**src/rtl/pia_pkg.sv**
```systemverilog
// pia_pkg: shared constants, types and helper functions of the page id allocator
// used by pia_ctrl, pia_dp and page_id_allocator; depends on nothing

package pia_pkg;

    localparam int MaxPages = 1024;
    localparam int IdW      = 11;
    localparam int WordW    = 32;
    localparam int BitAw    = $clog2(WordW);
    localparam int NumWords = MaxPages / WordW;
    localparam int WordAw   = $clog2(NumWords);
    localparam int MapAw    = $clog2(MaxPages);

    localparam logic [IdW-1:0]        CapReset = IdW'(100);
    localparam logic [IdW-1:0]        CapMax   = IdW'(MaxPages);
    localparam logic signed [IdW-1:0] NoId     = '1;

    typedef logic [WordW-1:0] word_t;

    typedef enum logic [3:0] {
        ST_IDLE,
        ST_DISPATCH,
        ST_LO_SCAN,
        ST_GROW,
        ST_LO_SCAN2,
        ST_ALLOC_WR,
        ST_REL_CHK,
        ST_HI_SCAN,
        ST_RPT_FAIL,
        ST_RPT_OK,
        ST_RPT_GRANT
    } pia_state_t;

    typedef enum logic [3:0] {
        OP_NOP,
        OP_ACCEPT,
        OP_LO_INIT,
        OP_LO_SCAN,
        OP_GROW,
        OP_ALLOC_WR,
        OP_REL_RD,
        OP_REL_WR,
        OP_HI_SCAN,
        OP_REPORT
    } pia_op_t;

    typedef struct packed {
        pia_op_t op;
        logic    rpt_ok;
        logic    rpt_grant;
    } pia_cmd_t;

    typedef struct packed {
        logic mode_rel;
        logic id_neg;
        logic id_oob;
        logic fail;
        logic bit_set;
        logic lo_found;
        logic lo_exhausted;
        logic hi_done;
        logic max_is_id;
    } pia_stat_t;

    function automatic logic [IdW-1:0] clamp_cap(logic [IdW-1:0] v);
        logic [IdW-1:0] r;
        r = v;
        if (v == '0)
            r = IdW'(1);
        else if (v > CapMax)
            r = CapMax;
        return r;
    endfunction

    function automatic logic [BitAw-1:0] lowest_one(word_t w);
        logic [BitAw-1:0] idx;
        idx = '0;
        for (int i = WordW - 1; i >= 0; i--)
            if (w[i])
                idx = BitAw'(i);
        return idx;
    endfunction

    function automatic logic [BitAw-1:0] highest_one(word_t w);
        logic [BitAw-1:0] idx;
        idx = '0;
        for (int i = 0; i < WordW; i++)
            if (w[i])
                idx = BitAw'(i);
        return idx;
    endfunction

endpackage

```
**src/rtl/page_id_allocator.sv**
```systemverilog
// page_id_allocator: top level of the lowest-free page id allocator
// depends on pia_pkg, pia_ctrl (sequencer) and pia_dp (bitmap datapath)
//
//  channel   handshake            payload
//  -------   ---------            -------
//  request   start, busy          mode, page_id, write_failed
//  result    done (1-cycle strobe) ok, granted_id, highest_allocated, capacity
//  config    cfg_we               cfg_wdata (initial_capacity)
//
// a request transaction is taken at a clock edge with start high and busy low
// the bitmap is a 32 x 32 memory with one read port, scanned one word per cycle;
//   allocate scans words below capacity, doubling it and scanning again if none is free;
//   release clears the id's bit if set, and rescans downward when the highest id is freed
// rows carry valid bits cleared by reset, so there is no clearing pass after reset
// done is high for exactly one cycle per transaction; the receiver cannot stall it
// cfg_we loads capacity (0 reads as 1, above 1024 as 1024); write only while idle

module page_id_allocator (
    input  logic                          clk,
    input  logic                          rst_n,
    // config
    input  logic                          cfg_we,
    input  logic [pia_pkg::IdW-1:0]       cfg_wdata,
    // request
    input  logic                          start,
    output logic                          busy,
    input  logic                          mode,
    input  logic signed [pia_pkg::IdW-1:0] page_id,
    input  logic                          write_failed,
    // result
    output logic                          done,
    output logic                          ok,
    output logic signed [pia_pkg::IdW-1:0] granted_id,
    output logic signed [pia_pkg::IdW-1:0] highest_allocated,
    output logic [pia_pkg::IdW-1:0]       capacity
);

    // command and status between sequencer and datapath
    pia_pkg::pia_cmd_t  cmd;
    pia_pkg::pia_stat_t stat;

    pia_ctrl u_ctrl (
        .clk   (clk),
        .rst_n (rst_n),
        .start (start),
        .stat  (stat),
        .cmd   (cmd),
        .busy  (busy)
    );

    pia_dp u_dp (
        .clk               (clk),
        .rst_n             (rst_n),
        .cfg_we            (cfg_we),
        .cfg_wdata         (cfg_wdata),
        .mode              (mode),
        .page_id           (page_id),
        .write_failed      (write_failed),
        .cmd               (cmd),
        .stat              (stat),
        .done              (done),
        .ok                (ok),
        .granted_id        (granted_id),
        .highest_allocated (highest_allocated),
        .capacity          (capacity)
    );

endmodule

```
**src/rtl/pia_ctrl.sv**
```systemverilog
// pia_ctrl: sequencing state machine of the page id allocator
// depends on pia_pkg; drives pia_dp through pia_cmd_t, reads pia_stat_t

module pia_ctrl (
    input  logic              clk,
    input  logic              rst_n,
    input  logic              start,
    input  pia_pkg::pia_stat_t stat,
    output pia_pkg::pia_cmd_t cmd,
    output logic              busy
);

    pia_pkg::pia_state_t state_reg;
    pia_pkg::pia_state_t state_next;

    always_ff @(posedge clk or negedge rst_n)
    begin
        if (!rst_n)
            state_reg <= pia_pkg::ST_IDLE;
        else
            state_reg <= state_next;
    end

    // next state
    always_comb
    begin
        state_next = state_reg;
        case (state_reg)
            pia_pkg::ST_IDLE:
            begin
                if (start)
                    state_next = pia_pkg::ST_DISPATCH;
            end
            pia_pkg::ST_DISPATCH:
            begin
                if (!stat.mode_rel)
                    state_next = pia_pkg::ST_LO_SCAN;
                else if (stat.id_neg)
                    state_next = pia_pkg::ST_RPT_FAIL;
                else if (stat.id_oob)
                    state_next = pia_pkg::ST_RPT_OK;
                else
                    state_next = pia_pkg::ST_REL_CHK;
            end
            pia_pkg::ST_LO_SCAN:
            begin
                if (stat.lo_found)
                    state_next = stat.fail ? pia_pkg::ST_RPT_FAIL : pia_pkg::ST_ALLOC_WR;
                else if (stat.lo_exhausted)
                    state_next = pia_pkg::ST_GROW;
            end
            pia_pkg::ST_GROW:
            begin
                state_next = pia_pkg::ST_LO_SCAN2;
            end
            pia_pkg::ST_LO_SCAN2:
            begin
                if (stat.lo_found)
                    state_next = stat.fail ? pia_pkg::ST_RPT_FAIL : pia_pkg::ST_ALLOC_WR;
                else if (stat.lo_exhausted)
                    state_next = pia_pkg::ST_RPT_FAIL;
            end
            pia_pkg::ST_ALLOC_WR:
            begin
                state_next = pia_pkg::ST_RPT_GRANT;
            end
            pia_pkg::ST_REL_CHK:
            begin
                if (!stat.bit_set)
                    state_next = pia_pkg::ST_RPT_OK;
                else if (stat.fail)
                    state_next = pia_pkg::ST_RPT_FAIL;
                else if (stat.max_is_id)
                    state_next = pia_pkg::ST_HI_SCAN;
                else
                    state_next = pia_pkg::ST_RPT_OK;
            end
            pia_pkg::ST_HI_SCAN:
            begin
                if (stat.hi_done)
                    state_next = pia_pkg::ST_RPT_OK;
            end
            pia_pkg::ST_RPT_FAIL,
            pia_pkg::ST_RPT_OK,
            pia_pkg::ST_RPT_GRANT:
            begin
                state_next = pia_pkg::ST_IDLE;
            end
            default:
            begin
                state_next = pia_pkg::ST_IDLE;
            end
        endcase
    end

    // command outputs
    always_comb
    begin
        cmd.op        = pia_pkg::OP_NOP;
        cmd.rpt_ok    = 1'b0;
        cmd.rpt_grant = 1'b0;
        busy          = 1'b1;
        case (state_reg)
            pia_pkg::ST_IDLE:
            begin
                busy = 1'b0;
                if (start)
                    cmd.op = pia_pkg::OP_ACCEPT;
            end
            pia_pkg::ST_DISPATCH:
            begin
                if (!stat.mode_rel)
                    cmd.op = pia_pkg::OP_LO_INIT;
                else if (!stat.id_neg && !stat.id_oob)
                    cmd.op = pia_pkg::OP_REL_RD;
            end
            pia_pkg::ST_LO_SCAN,
            pia_pkg::ST_LO_SCAN2:
            begin
                cmd.op = pia_pkg::OP_LO_SCAN;
            end
            pia_pkg::ST_GROW:
            begin
                cmd.op = pia_pkg::OP_GROW;
            end
            pia_pkg::ST_ALLOC_WR:
            begin
                cmd.op = pia_pkg::OP_ALLOC_WR;
            end
            pia_pkg::ST_REL_CHK:
            begin
                if (stat.bit_set && !stat.fail)
                    cmd.op = pia_pkg::OP_REL_WR;
            end
            pia_pkg::ST_HI_SCAN:
            begin
                cmd.op = pia_pkg::OP_HI_SCAN;
            end
            pia_pkg::ST_RPT_FAIL:
            begin
                cmd.op = pia_pkg::OP_REPORT;
            end
            pia_pkg::ST_RPT_OK:
            begin
                cmd.op     = pia_pkg::OP_REPORT;
                cmd.rpt_ok = 1'b1;
            end
            pia_pkg::ST_RPT_GRANT:
            begin
                cmd.op        = pia_pkg::OP_REPORT;
                cmd.rpt_ok    = 1'b1;
                cmd.rpt_grant = 1'b1;
            end
            default:
            begin
                cmd.op = pia_pkg::OP_NOP;
            end
        endcase
    end

endmodule

```
**src/rtl/pia_dp.sv**
```systemverilog
// pia_dp: bitmap memory, capacity and highest-id registers, word scan and result registers
// depends on pia_pkg; commanded by pia_ctrl

module pia_dp (
    input  logic                          clk,
    input  logic                          rst_n,
    input  logic                          cfg_we,
    input  logic [pia_pkg::IdW-1:0]       cfg_wdata,
    input  logic                          mode,
    input  logic signed [pia_pkg::IdW-1:0] page_id,
    input  logic                          write_failed,
    input  pia_pkg::pia_cmd_t             cmd,
    output pia_pkg::pia_stat_t            stat,
    output logic                          done,
    output logic                          ok,
    output logic signed [pia_pkg::IdW-1:0] granted_id,
    output logic signed [pia_pkg::IdW-1:0] highest_allocated,
    output logic [pia_pkg::IdW-1:0]       capacity
);

    // bitmap store, one row per word, rows never written read as zero
    pia_pkg::word_t mem [pia_pkg::NumWords];

    logic [pia_pkg::NumWords-1:0]    row_vld_reg;
    pia_pkg::word_t                  rdata_reg;
    logic                            rvld_reg;

    logic [pia_pkg::IdW-1:0]         cap_reg;
    logic signed [pia_pkg::IdW-1:0]  max_reg;

    logic                            mode_reg;
    logic signed [pia_pkg::IdW-1:0]  id_reg;
    logic                            fail_reg;

    logic [pia_pkg::WordAw-1:0]      ptr_reg;
    logic [pia_pkg::WordAw-1:0]      chk_word_reg;
    logic                            chk_vld_reg;
    logic [pia_pkg::MapAw-1:0]       pick_reg;
    pia_pkg::word_t                  hold_reg;

    logic                            done_reg;
    logic                            ok_reg;
    logic signed [pia_pkg::IdW-1:0]  grant_reg;
    logic signed [pia_pkg::IdW-1:0]  high_reg;
    logic [pia_pkg::IdW-1:0]         capo_reg;

    pia_pkg::word_t                  eff_word;
    logic [pia_pkg::IdW-1:0]         capm1;
    logic [pia_pkg::WordAw-1:0]      last_word;
    logic [pia_pkg::BitAw-1:0]       rem_bits;
    pia_pkg::word_t                  lim_mask;
    pia_pkg::word_t                  free_bits;
    logic                            any_free;
    logic [pia_pkg::WordAw-1:0]      id_word;
    logic [pia_pkg::BitAw-1:0]       id_bit;
    logic                            mem_re;
    logic                            mem_we;
    logic [pia_pkg::WordAw-1:0]      raddr;
    logic [pia_pkg::WordAw-1:0]      waddr;
    pia_pkg::word_t                  wdata;
    logic signed [pia_pkg::IdW-1:0]  pick_id;
    logic signed [pia_pkg::IdW-1:0]  top_id;
    logic [pia_pkg::IdW-1:0]         cap_grown;

    assign eff_word  = rvld_reg ? rdata_reg : '0;
    assign capm1     = cap_reg - pia_pkg::IdW'(1);
    assign last_word = capm1[pia_pkg::BitAw +: pia_pkg::WordAw];
    assign rem_bits  = capm1[pia_pkg::BitAw-1:0];

    // ids at or above capacity are masked off in the last word
    assign lim_mask  = (chk_word_reg == last_word)
                     ? ({pia_pkg::WordW{1'b1}} >> (pia_pkg::BitAw'(pia_pkg::WordW - 1) - rem_bits))
                     : {pia_pkg::WordW{1'b1}};
    assign free_bits = ~eff_word & lim_mask;
    assign any_free  = |free_bits;

    assign id_word   = id_reg[pia_pkg::BitAw +: pia_pkg::WordAw];
    assign id_bit    = id_reg[pia_pkg::BitAw-1:0];

    assign pick_id   = pia_pkg::IdW'(pick_reg);
    assign top_id    = pia_pkg::IdW'({chk_word_reg, pia_pkg::highest_one(eff_word)});
    assign cap_grown = (cap_reg >= (pia_pkg::CapMax >> 1)) ? pia_pkg::CapMax
                                                            : (cap_reg << 1);

    assign stat.mode_rel     = mode_reg;
    assign stat.id_neg       = id_reg[pia_pkg::IdW-1];
    assign stat.id_oob       = !id_reg[pia_pkg::IdW-1] && ($unsigned(id_reg) >= pia_pkg::CapMax);
    assign stat.fail         = fail_reg;
    assign stat.bit_set      = eff_word[id_bit];
    assign stat.lo_found     = chk_vld_reg && any_free;
    assign stat.lo_exhausted = chk_vld_reg && !any_free && (chk_word_reg == last_word);
    assign stat.hi_done      = chk_vld_reg && ((|eff_word) || (chk_word_reg == '0));
    assign stat.max_is_id    = (max_reg == id_reg);

    assign mem_re = (cmd.op == pia_pkg::OP_LO_SCAN) || (cmd.op == pia_pkg::OP_HI_SCAN)
                 || (cmd.op == pia_pkg::OP_REL_RD);
    assign mem_we = (cmd.op == pia_pkg::OP_ALLOC_WR) || (cmd.op == pia_pkg::OP_REL_WR);
    assign raddr  = (cmd.op == pia_pkg::OP_REL_RD) ? id_word : ptr_reg;
    assign waddr  = (cmd.op == pia_pkg::OP_ALLOC_WR) ? pick_reg[pia_pkg::BitAw +: pia_pkg::WordAw]
                                                     : id_word;
    assign wdata  = (cmd.op == pia_pkg::OP_ALLOC_WR)
                  ? (hold_reg | (pia_pkg::word_t'(1) << pick_reg[pia_pkg::BitAw-1:0]))
                  : (eff_word & ~(pia_pkg::word_t'(1) << id_bit));

    // memory array
    always_ff @(posedge clk)
    begin
        if (mem_we)
            mem[waddr] <= wdata;
        if (mem_re)
            rdata_reg <= mem[raddr];
    end

    // control state
    always_ff @(posedge clk or negedge rst_n)
    begin
        if (!rst_n)
        begin
            row_vld_reg <= '0;
            rvld_reg    <= 1'b0;
            cap_reg     <= pia_pkg::clamp_cap(pia_pkg::CapReset);
            max_reg     <= pia_pkg::NoId;
            chk_vld_reg <= 1'b0;
            done_reg    <= 1'b0;
        end
        else
        begin
            done_reg <= (cmd.op == pia_pkg::OP_REPORT);
            if (mem_re)
                rvld_reg <= row_vld_reg[raddr];
            if (mem_we)
                row_vld_reg[waddr] <= 1'b1;
            if (cfg_we)
                cap_reg <= pia_pkg::clamp_cap(cfg_wdata);
            case (cmd.op)
                pia_pkg::OP_LO_INIT:
                begin
                    chk_vld_reg <= 1'b0;
                end
                pia_pkg::OP_GROW:
                begin
                    cap_reg     <= cap_grown;
                    chk_vld_reg <= 1'b0;
                end
                pia_pkg::OP_REL_WR:
                begin
                    chk_vld_reg <= 1'b0;
                end
                pia_pkg::OP_LO_SCAN:
                begin
                    chk_vld_reg <= 1'b1;
                end
                pia_pkg::OP_HI_SCAN:
                begin
                    chk_vld_reg <= 1'b1;
                    if (stat.hi_done)
                        max_reg <= (|eff_word) ? top_id : pia_pkg::NoId;
                end
                pia_pkg::OP_ALLOC_WR:
                begin
                    if (pick_id > max_reg)
                        max_reg <= pick_id;
                end
                default:
                begin
                end
            endcase
        end
    end

    // payload
    always_ff @(posedge clk)
    begin
        case (cmd.op)
            pia_pkg::OP_ACCEPT:
            begin
                mode_reg <= mode;
                id_reg   <= page_id;
                fail_reg <= write_failed;
            end
            pia_pkg::OP_LO_INIT,
            pia_pkg::OP_GROW:
            begin
                ptr_reg <= '0;
            end
            pia_pkg::OP_REL_WR:
            begin
                ptr_reg <= '1;
            end
            pia_pkg::OP_LO_SCAN:
            begin
                ptr_reg      <= ptr_reg + pia_pkg::WordAw'(1);
                chk_word_reg <= ptr_reg;
                if (stat.lo_found)
                begin
                    pick_reg <= {chk_word_reg, pia_pkg::lowest_one(free_bits)};
                    hold_reg <= eff_word;
                end
            end
            pia_pkg::OP_HI_SCAN:
            begin
                ptr_reg      <= ptr_reg - pia_pkg::WordAw'(1);
                chk_word_reg <= ptr_reg;
            end
            pia_pkg::OP_REPORT:
            begin
                ok_reg    <= cmd.rpt_ok;
                grant_reg <= cmd.rpt_grant ? pick_id : pia_pkg::NoId;
                high_reg  <= max_reg;
                capo_reg  <= cap_reg;
            end
            default:
            begin
            end
        endcase
    end

    assign done              = done_reg;
    assign ok                = ok_reg;
    assign granted_id        = grant_reg;
    assign highest_allocated = high_reg;
    assign capacity          = capo_reg;

    a_done_single: assert property (@(posedge clk) disable iff (!rst_n)
        done_reg |=> !done_reg)
        else $error("result strobe held longer than one cycle");

    a_grant_below_cap: assert property (@(posedge clk) disable iff (!rst_n)
        (done_reg && (grant_reg != pia_pkg::NoId)) |-> ($unsigned(grant_reg) < capo_reg))
        else $error("granted id not below capacity");

    a_grant_le_high: assert property (@(posedge clk) disable iff (!rst_n)
        (done_reg && (grant_reg != pia_pkg::NoId)) |-> (grant_reg <= high_reg))
        else $error("granted id above highest allocated id");

    a_grant_ok: assert property (@(posedge clk) disable iff (!rst_n)
        (done_reg && (grant_reg != pia_pkg::NoId)) |-> ok_reg)
        else $error("id granted on a failed transaction");

    a_cap_range: assert property (@(posedge clk) disable iff (!rst_n)
        (cap_reg != '0) && (cap_reg <= pia_pkg::CapMax))
        else $error("capacity out of range");

endmodule

```
**config.mk**
```make
export PLATFORM = sky130hd
export DESIGN_NAME = page_id_allocator
export DESIGN_NICKNAME = d
export VERILOG_FILES = /design/src/rtl/pia_pkg.sv /design/src/rtl/page_id_allocator.sv /design/src/rtl/pia_ctrl.sv /design/src/rtl/pia_dp.sv
export SDC_FILE = /design/constraint.sdc
export NUM_CORES = 2
export LEC_CHECK = 0
export ABC_AREA = 1
export BUFFER_PORTS_ARGS = -buffer_cell sky130_fd_sc_hd__buf_2
export CAP_MARGIN = 40
export CORE_ASPECT_RATIO = 2
export CORE_MARGIN = 5
export CORE_UTILIZATION = 63
export DETAILED_ROUTE_END_ITERATION = 12
export PLACE_DENSITY = 0.8
export REMOVE_ABC_BUFFERS = 1
export SLEW_MARGIN = 20
export SYNTH_ARGS = -nofsm -noshare
export SYNTH_HDL_FRONTEND = slang
export SYNTH_SLANG_ARGS = --single-unit
```
**constraint.sdc**
```tcl
create_clock -name clk -period 4.9 [get_ports clk]
set_input_delay 0 -clock clk [delete_from_list [all_inputs] [get_ports clk]]
set_output_delay 0 -clock clk [all_outputs]
set_load 0.01 [all_outputs]
```
=== Word level (Yosys, flattened, before mapping) ===
Memories as Yosys holds them, arrays and structs flattened. A register that Yosys moved wholly into a read port is not among the register bits.
Cells that the tools add are included.

* Output and inout bits: 36
* Word-level logic and storage cells: 220
* Memories kept: 1
* Register bits: 160
* Input bits: 28
* Memory bits (writable): 1024

* Reductions and logical operators: 38
* Mux-type cells: 109
* Shift operators: 3
* Eq/ne operators: 27
* $lt $le $gt $ge: 8
* Add/subtract/negate cells: 4
* Bitwise operators: 6

{| class="wikitable"
|+ Memories
! name !! words !! width !! read ports !! clocked after Yosys merged registers in !! wr ports !! line !! RTL
|-
| u_dp.mem || 32 || 32 || 1 || 1 || 1 || pia_dp.sv:22 || <nowiki>pia_pkg::word_t mem [pia_pkg::NumWords];</nowiki>
|}

{| class="wikitable"
|+ Operator list
! operator !! number
|-
| 2-to-1 mux 5 bit || 48
|-
| 2-to-1 mux 11 bit || 9
|-
| 2-to-1 mux 32 bit || 3
|-
| 2-to-1 mux 4 bit || 22
|-
| bitwise AND 32 bit || 2
|-
| inverter 32 bit || 2
|-
| OR 32 bit || 2
|-
| one-hot mux 4 bit (8 select lines) || 2
|-
| OR reduction 32 bit || 2
|-
| left shift 1 x 5 -> 32 bit, first input constant || 2
|-
| equality test 4 x 3 -> 1 bit, second input constant || 8
|-
| right shift 32 x 5 -> 32 bit, first input constant || 1
|-
| one-hot mux 11 bit (2 select lines) || 1
|-
| equality test 4 bit, second input constant || 5
|-
| one-hot mux 5 bit (4 select lines) || 1
|-
| < comparator 5 x 6 -> 1 bit, second input constant || 3
|-
| 2-to-1 mux 3 bit || 6
|-
| equality test 4 x 2 -> 1 bit, second input constant || 4
|-
| OR reduction 16 bit || 1
|-
| equality test 11 bit || 1
|-
| >= comparator 11 x 10 -> 1 bit, second input constant || 1
|-
| >= comparator 11 bit, second input constant || 1
|-
| greater-than comparator 11 bit || 1
|-
| greater-than comparator 11 bit, second input constant || 1
|-
| other kinds (29) || 66
|}

=== Depth between registers and ports, before layout ===
* Depth after elaboration: 36
* Mapped depth: 41
* Depth with buffers taken out: 41

=== Hierarchy ===
Synthesis repeated with hierarchy kept, for this count alone.

* Cells, all modules: 3969
* Area total of the unflattened synthesis: 50016.7 sq um

{| class="wikitable"
|+ By module, submodules not included
! module !! area each (sq um) !! times used !! cells each
|-
| pia_dp || 49520.0 || 1 || 3873
|-
| pia_ctrl || 496.7 || 1 || 96
|}

=== Worst setup path before layout ===
Ideal clock, no wire load.

* Kind: reg-to-reg
* From: register u_dp.cap_reg[0] in the netlist's numbering
* To: register u_dp.hold_reg[0], enable pin
* Path slack: 0.607 ns
* Library setup time: 0.441 ns
* Period minus slack after synthesis: 4.293 ns
* Buffers on the path: 0
* Cell stages (with the launch flop): 21
* Arrival: 3.852 ns
* Cell sequence: dfrtp_1 > inv_1 > ha_1 > nand2_2 > nor2_1 > nand2_1 > nand2_1 > nand2_1 > nand3_4 > nor2_8 > nand2_4 > inv_1 > nand2_1 > nor2_1 > a21oi_1 > nor3_1 > nand2_1 > nor2_1 > nand2_1 > nand2_1 > nor2_1

* Longest elaborated chain between the ends: 8
* Elaborated cells between the ends (all ways): 9

{| class="wikitable"
|+ RTL lines
! element !! line !! RTL
|-
| from (decl) || pia_dp.sv:28 || <nowiki>logic [pia_pkg::IdW-1:0] cap_reg;</nowiki>
|-
| from (signal assigned) || pia_dp.sv:121 || <nowiki>cap_reg <= pia_pkg::clamp_cap(pia_pkg::CapReset);</nowiki>
|-
| from (signal assigned) || pia_dp.sv:134 || <nowiki>cap_reg <= pia_pkg::clamp_cap(cfg_wdata);</nowiki>
|-
| from (signal assigned) || pia_dp.sv:142 || <nowiki>cap_reg <= cap_grown;</nowiki>
|-
| subtractor 10 x 1 -> 10 bit (*) || pia_dp.sv:66 || <nowiki>assign capm1 = cap_reg - pia_pkg::IdW'(1);</nowiki>
|-
| subtractor 5 bit || pia_dp.sv:72 || <nowiki>? ({pia_pkg::WordW{1'b1}} >> (pia_pkg::BitAw'(pia_pkg::WordW - 1) - rem_bits))</nowiki>
|-
| right shift 32 x 5 -> 32 bit || pia_dp.sv:72 ||
|-
| 2-to-1 mux 32 bit (*) || pia_dp.sv:72 ||
|-
| bitwise AND 32 bit (*) || pia_dp.sv:74 || <nowiki>assign free_bits = ~eff_word & lim_mask;</nowiki>
|-
| OR reduction 32 bit (*) || pia_dp.sv:75 || <nowiki>assign any_free = |free_bits;</nowiki>
|-
| logical AND 1 bit (*) || pia_dp.sv:90 || <nowiki>assign stat.lo_found = chk_vld_reg && any_free;</nowiki>
|-
| AND reduction 2 bit (no line) (*) || n/a ||
|-
| to (signal assigned) || pia_dp.sv:197 || <nowiki>hold_reg <= eff_word;</nowiki>
|-
| to (decl) || pia_dp.sv:39 || <nowiki>pia_pkg::word_t hold_reg;</nowiki>
|}

Every way passes the cells marked *; elsewhere a longest branch is shown, timed or not.
A chain may end at the register's enable or synchronous reset.

=== Worst setup path after layout ===
* From: register u_dp.cap_reg[0] in the netlist's numbering
* To: register u_ctrl.state_reg[2]

* Longest elaborated chain between the ends: 11
* Elaborated cells between the ends (all ways): 17

{| class="wikitable"
|+ RTL lines
! element !! line !! RTL
|-
| subtractor 10 x 1 -> 10 bit (*) || pia_dp.sv:66 ||
|-
| subtractor 5 bit || pia_dp.sv:72 ||
|-
| right shift 32 x 5 -> 32 bit || pia_dp.sv:72 ||
|-
| 2-to-1 mux 32 bit || pia_dp.sv:72 ||
|-
| bitwise AND 32 bit || pia_dp.sv:74 ||
|-
| OR reduction 32 bit || pia_dp.sv:75 ||
|-
| logical NOT 1 bit || pia_dp.sv:91 || <nowiki>assign stat.lo_exhausted = chk_vld_reg && !any_free && (chk_word_reg == last_word);</nowiki>
|-
| logical AND 1 bit (2 in a row) || pia_dp.sv:91 ||
|-
| != test 3 bit (no line) || n/a ||
|-
| AND reduction 4 bit (no line) || n/a ||
|-
| to (signal assigned) || pia_ctrl.sv:19 || <nowiki>state_reg <= pia_pkg::ST_IDLE;</nowiki>
|-
| to (signal assigned) || pia_ctrl.sv:21 || <nowiki>state_reg <= state_next;</nowiki>
|-
| to (decl) || pia_ctrl.sv:13 || <nowiki>pia_pkg::pia_state_t state_reg;</nowiki>
|}

Marks and branches as above.

==> metrics.cfg <==
[clocking]
root_buffer=clkbuf_16
numCtsBuffers=96
htreeDepth=3
tritoncts=built
ctsLongestPathBuffers=3
cts_setup_buffers=0
insertion_delay_ps=710
cts.sinks=1216
clkTransAtPathRegs_ps=80

[pwr]
power.leakage_uw=0.0191
switching_power_uw=14100
switching_share_pct=39.9
p_clk_share_pct=21.9
seq_power_share_pct=39.6
p_int_uw=21200
p_comb_share_pct=38.5
vdd_drop_max_uv=554
pwr_density_cell_mw_per_mm2=625

[logic_synthesis]
synth_commonest_cells=1155 x edfxtp_1, 667 x nor2_1, 658 x o21ai_0
synth_top_area_share_pct=69.7
netlist_instances=3945
seq_area_frac_synth_pct=72.8
yosysTopAreaCell=edfxtp_1
synthArstFlopShare_pct=5.02
syn_avg_cell_area_um2=12.6
synth_cell_types=57
synth_enable_flop_cells=1155
synth_most_common_cell=edfxtp_1
synth_top_flop_cell=edfxtp_1
synth_area_mm2=0.0498
synth.yosys.warnings=0
synth_seq_cells=1216
synth.area.top_cells=edfxtp_1 70%, o21ai_0 6.6%, nor2_1 5.0%, o221ai_1 3.8%, dfrtp_1 2.4%

[finish]
instances_no_fill=5190
final_nets=4112
fill_cells=4941
fin_area_mm2=0.0565
largest_reg_flops=1024
top_register=u_dp.mem
areaGrowthSynthToFinish_pct=13.5
drive_gt1_share_pct=12.2

[sta]
slew_violations=0
slew-limit-headroom_pct=36.9
min_period_over_period_pct=95.4
setup_violations=0
fin_skew_ps=42.1
tightest_slew_ps=936
hold_viol=0
rsz0062_at_grt=false
finalCriticalPeriod_ps=4670
fmax_mhz=214

[setup_path]
cp_common_cell=nand2_1
cp-startpoint=u_dp.cap_reg[0]
setup.worst_path.class=reg2reg
worstSetupEndpointType=register
crit_path_max_fanout=19
cp.required_ps=5510
slowest_stage=dfrtp_1
rr_startpoint=u_dp.cap_reg[0]
rr_worst_depth=24
path_cells=inv_1 > ha_1 > nand2_2 > nor2_1 > nand3_1 > nand2_1 > nand3_4 > nor2_8 > nand2_4 > inv_1 > nand2_1 > nor2_1 > inv_1 > o21ai_2 > nand2_1 > nor3_1 > nand2_1 > nor2_1 > nand2_2 > nand2_2 > inv_1 > o221ai_2 > nand2_1 > o2111ai_1
setup.worst_path.start_class=register
r2r_slack_ps=230
cp.arrival_ps=5280
slowest_delay_ps=420

[worst_hold_path]
min_path_cells=2
min_from=page_id[5]
hold_path_class=in2reg

[placed_design]
io_buffer_count=63
place_area_mm2=0.0528
hpwlAfterDp_um=93100
dp_cells=4950
gp_congestion=1.09

[drt]
drc=0
vias=36000
firstDrtPassIters=8
via_per_inst=6.94
wl_per_cell_um=30.7
routed_wl_um=159000
drt_iter0_drc=5702
ant_nets=0

[floorplan]
die_w_um=209
row_count=146
core_area_mm2=0.0789
pin_count=64
initial_core_util_pct=63.1
die_height_um=408
die_area_mm2=0.0851

[run]
cap_violations=0

[grt]
overflow=0
antenna_found_initial=11
grt_start_max_net_pins=141
grt_pass1_vias=35700
grt_pass1_wl_um=229000
track_usage_pct=36.8

[run_status]
outcome=finished clean

## timing repair
item	4_1_cts	5_1_grt
setup endpoints to repair	0	46
hold buffers	45	0
hold endpoints to repair	102	0
gates resized for setup	0	2
## final timing paths
check | end
min in group asynchronous | u_dp.chk_vld_reg
min reg2reg | u_dp.row_vld_reg[18]
max | u_ctrl.state_reg[2]
min | u_dp.id_reg[5]
max reg2reg | u_ctrl.state_reg[2]
max in group asynchronous | u_dp.cap_reg[6]
## per-layer routing
layer	wire, um	up-vias	track usage (%)
met5	32	-	0
met4	16000	4	29.5
met3	17600	889	10.0
met2	78900	2885	61.1
met1	46700	17200	39.3
li1	-	15000	-
## cells in the final DEF, fill, tap and decap left out, types with 10 or more instances in the layout
master / count
a21oi_1: 52
a31oi_1: 68
buf_12: 52
buf_2: 65
buf_4: 110
clkbuf_1: 18
clkbuf_16: 96
clkinv_1: 22
clkinv_2: 13
dfrtp_1: 47
dfstp_2: 14
dlygate4sd3_1: 45
edfxtp_1: 1155
ha_1: 16
inv_1: 147
nand2_1: 281
nand3_1: 109
nor2_1: 633
nor2_4: 35
nor3_1: 10
o211ai_1: 60
o21ai_0: 637
o21ai_4: 10
o221ai_1: 206
o221ai_2: 12
o22ai_1: 57
or2_2: 23
## cell type report
class	count	area [um2]	area share, %
clock inverters	59	581	1.03
clock buffers	117	2510	4.44
flip-flops and latches	1216	36200	64.1
multi-input cells	2317	12500	22.1
diodes	9	22.5	0.0398
repair buffers	279	2780	4.92
inverters	157	607	1.07
well taps	1036	1300	2.29
## critical path, delay by kind of cell (launching register included)
| family | cells | cell delay [ps] |
|---|---|---|
| simple gates | 16 | 2670 |
| compound gates | 3 | 630 |
| flops | 1 | 420 |
| fa+ha+maj | 1 | 290 |
| buf+inv | 4 | 540 |
## cells by family (layout without fill, tap and decap cells)
kind of cell | Yosys count | count (layout) | share of synthesized area (%)
AOI/OAI and AO/OA | 1157 | 1157 | 14.2
xor gates and xnor gates | 10 | 10 | 0.176
adders and majority gates | 17 | 17 | 0.442
buffers and inverters | 412 | 612 | 3.16
DFF | 1216 | 1216 | 72.8
muxes | 3 | 3 | 0.0603
other | 0 | 9 | 0
and+or+nand+nor | 1130 | 1130 | 9.19
## stage by stage
stage	power [uW]	setup WS (ps)	util (%)	TNS (ps)	hold slack [ps]
6_report	35400	227	71.6	0	17.8
5_1_grt	36600	19.3	71.6	0	27.1
2_1_floorplan	20500	-20300	-	-2278000	-296
4_1_cts	34700	351	71.4	0	0.572
3_3_place_gp	26500	333	66.7	0	183
3_5_place_dp	27000	380	66.9	0	0.0482
## power groups by stage
| stage | Combinational [uW] | Clock [uW] | Sequential (uW) |
|---|---|---|---|
| 3_3_place_gp | 12400 | 0 | 14200 |
| 6_report | 13600 | 7760 | 14000 |
| 3_5_place_dp | 12800 | 0 | 14200 |
| 5_1_grt | 14400 | 8200 | 14000 |
| 2_1_floorplan | 6520 | 0 | 14000 |
| 4_1_cts | 13000 | 7760 | 13900 |
(Power assumes the default switching activity.)
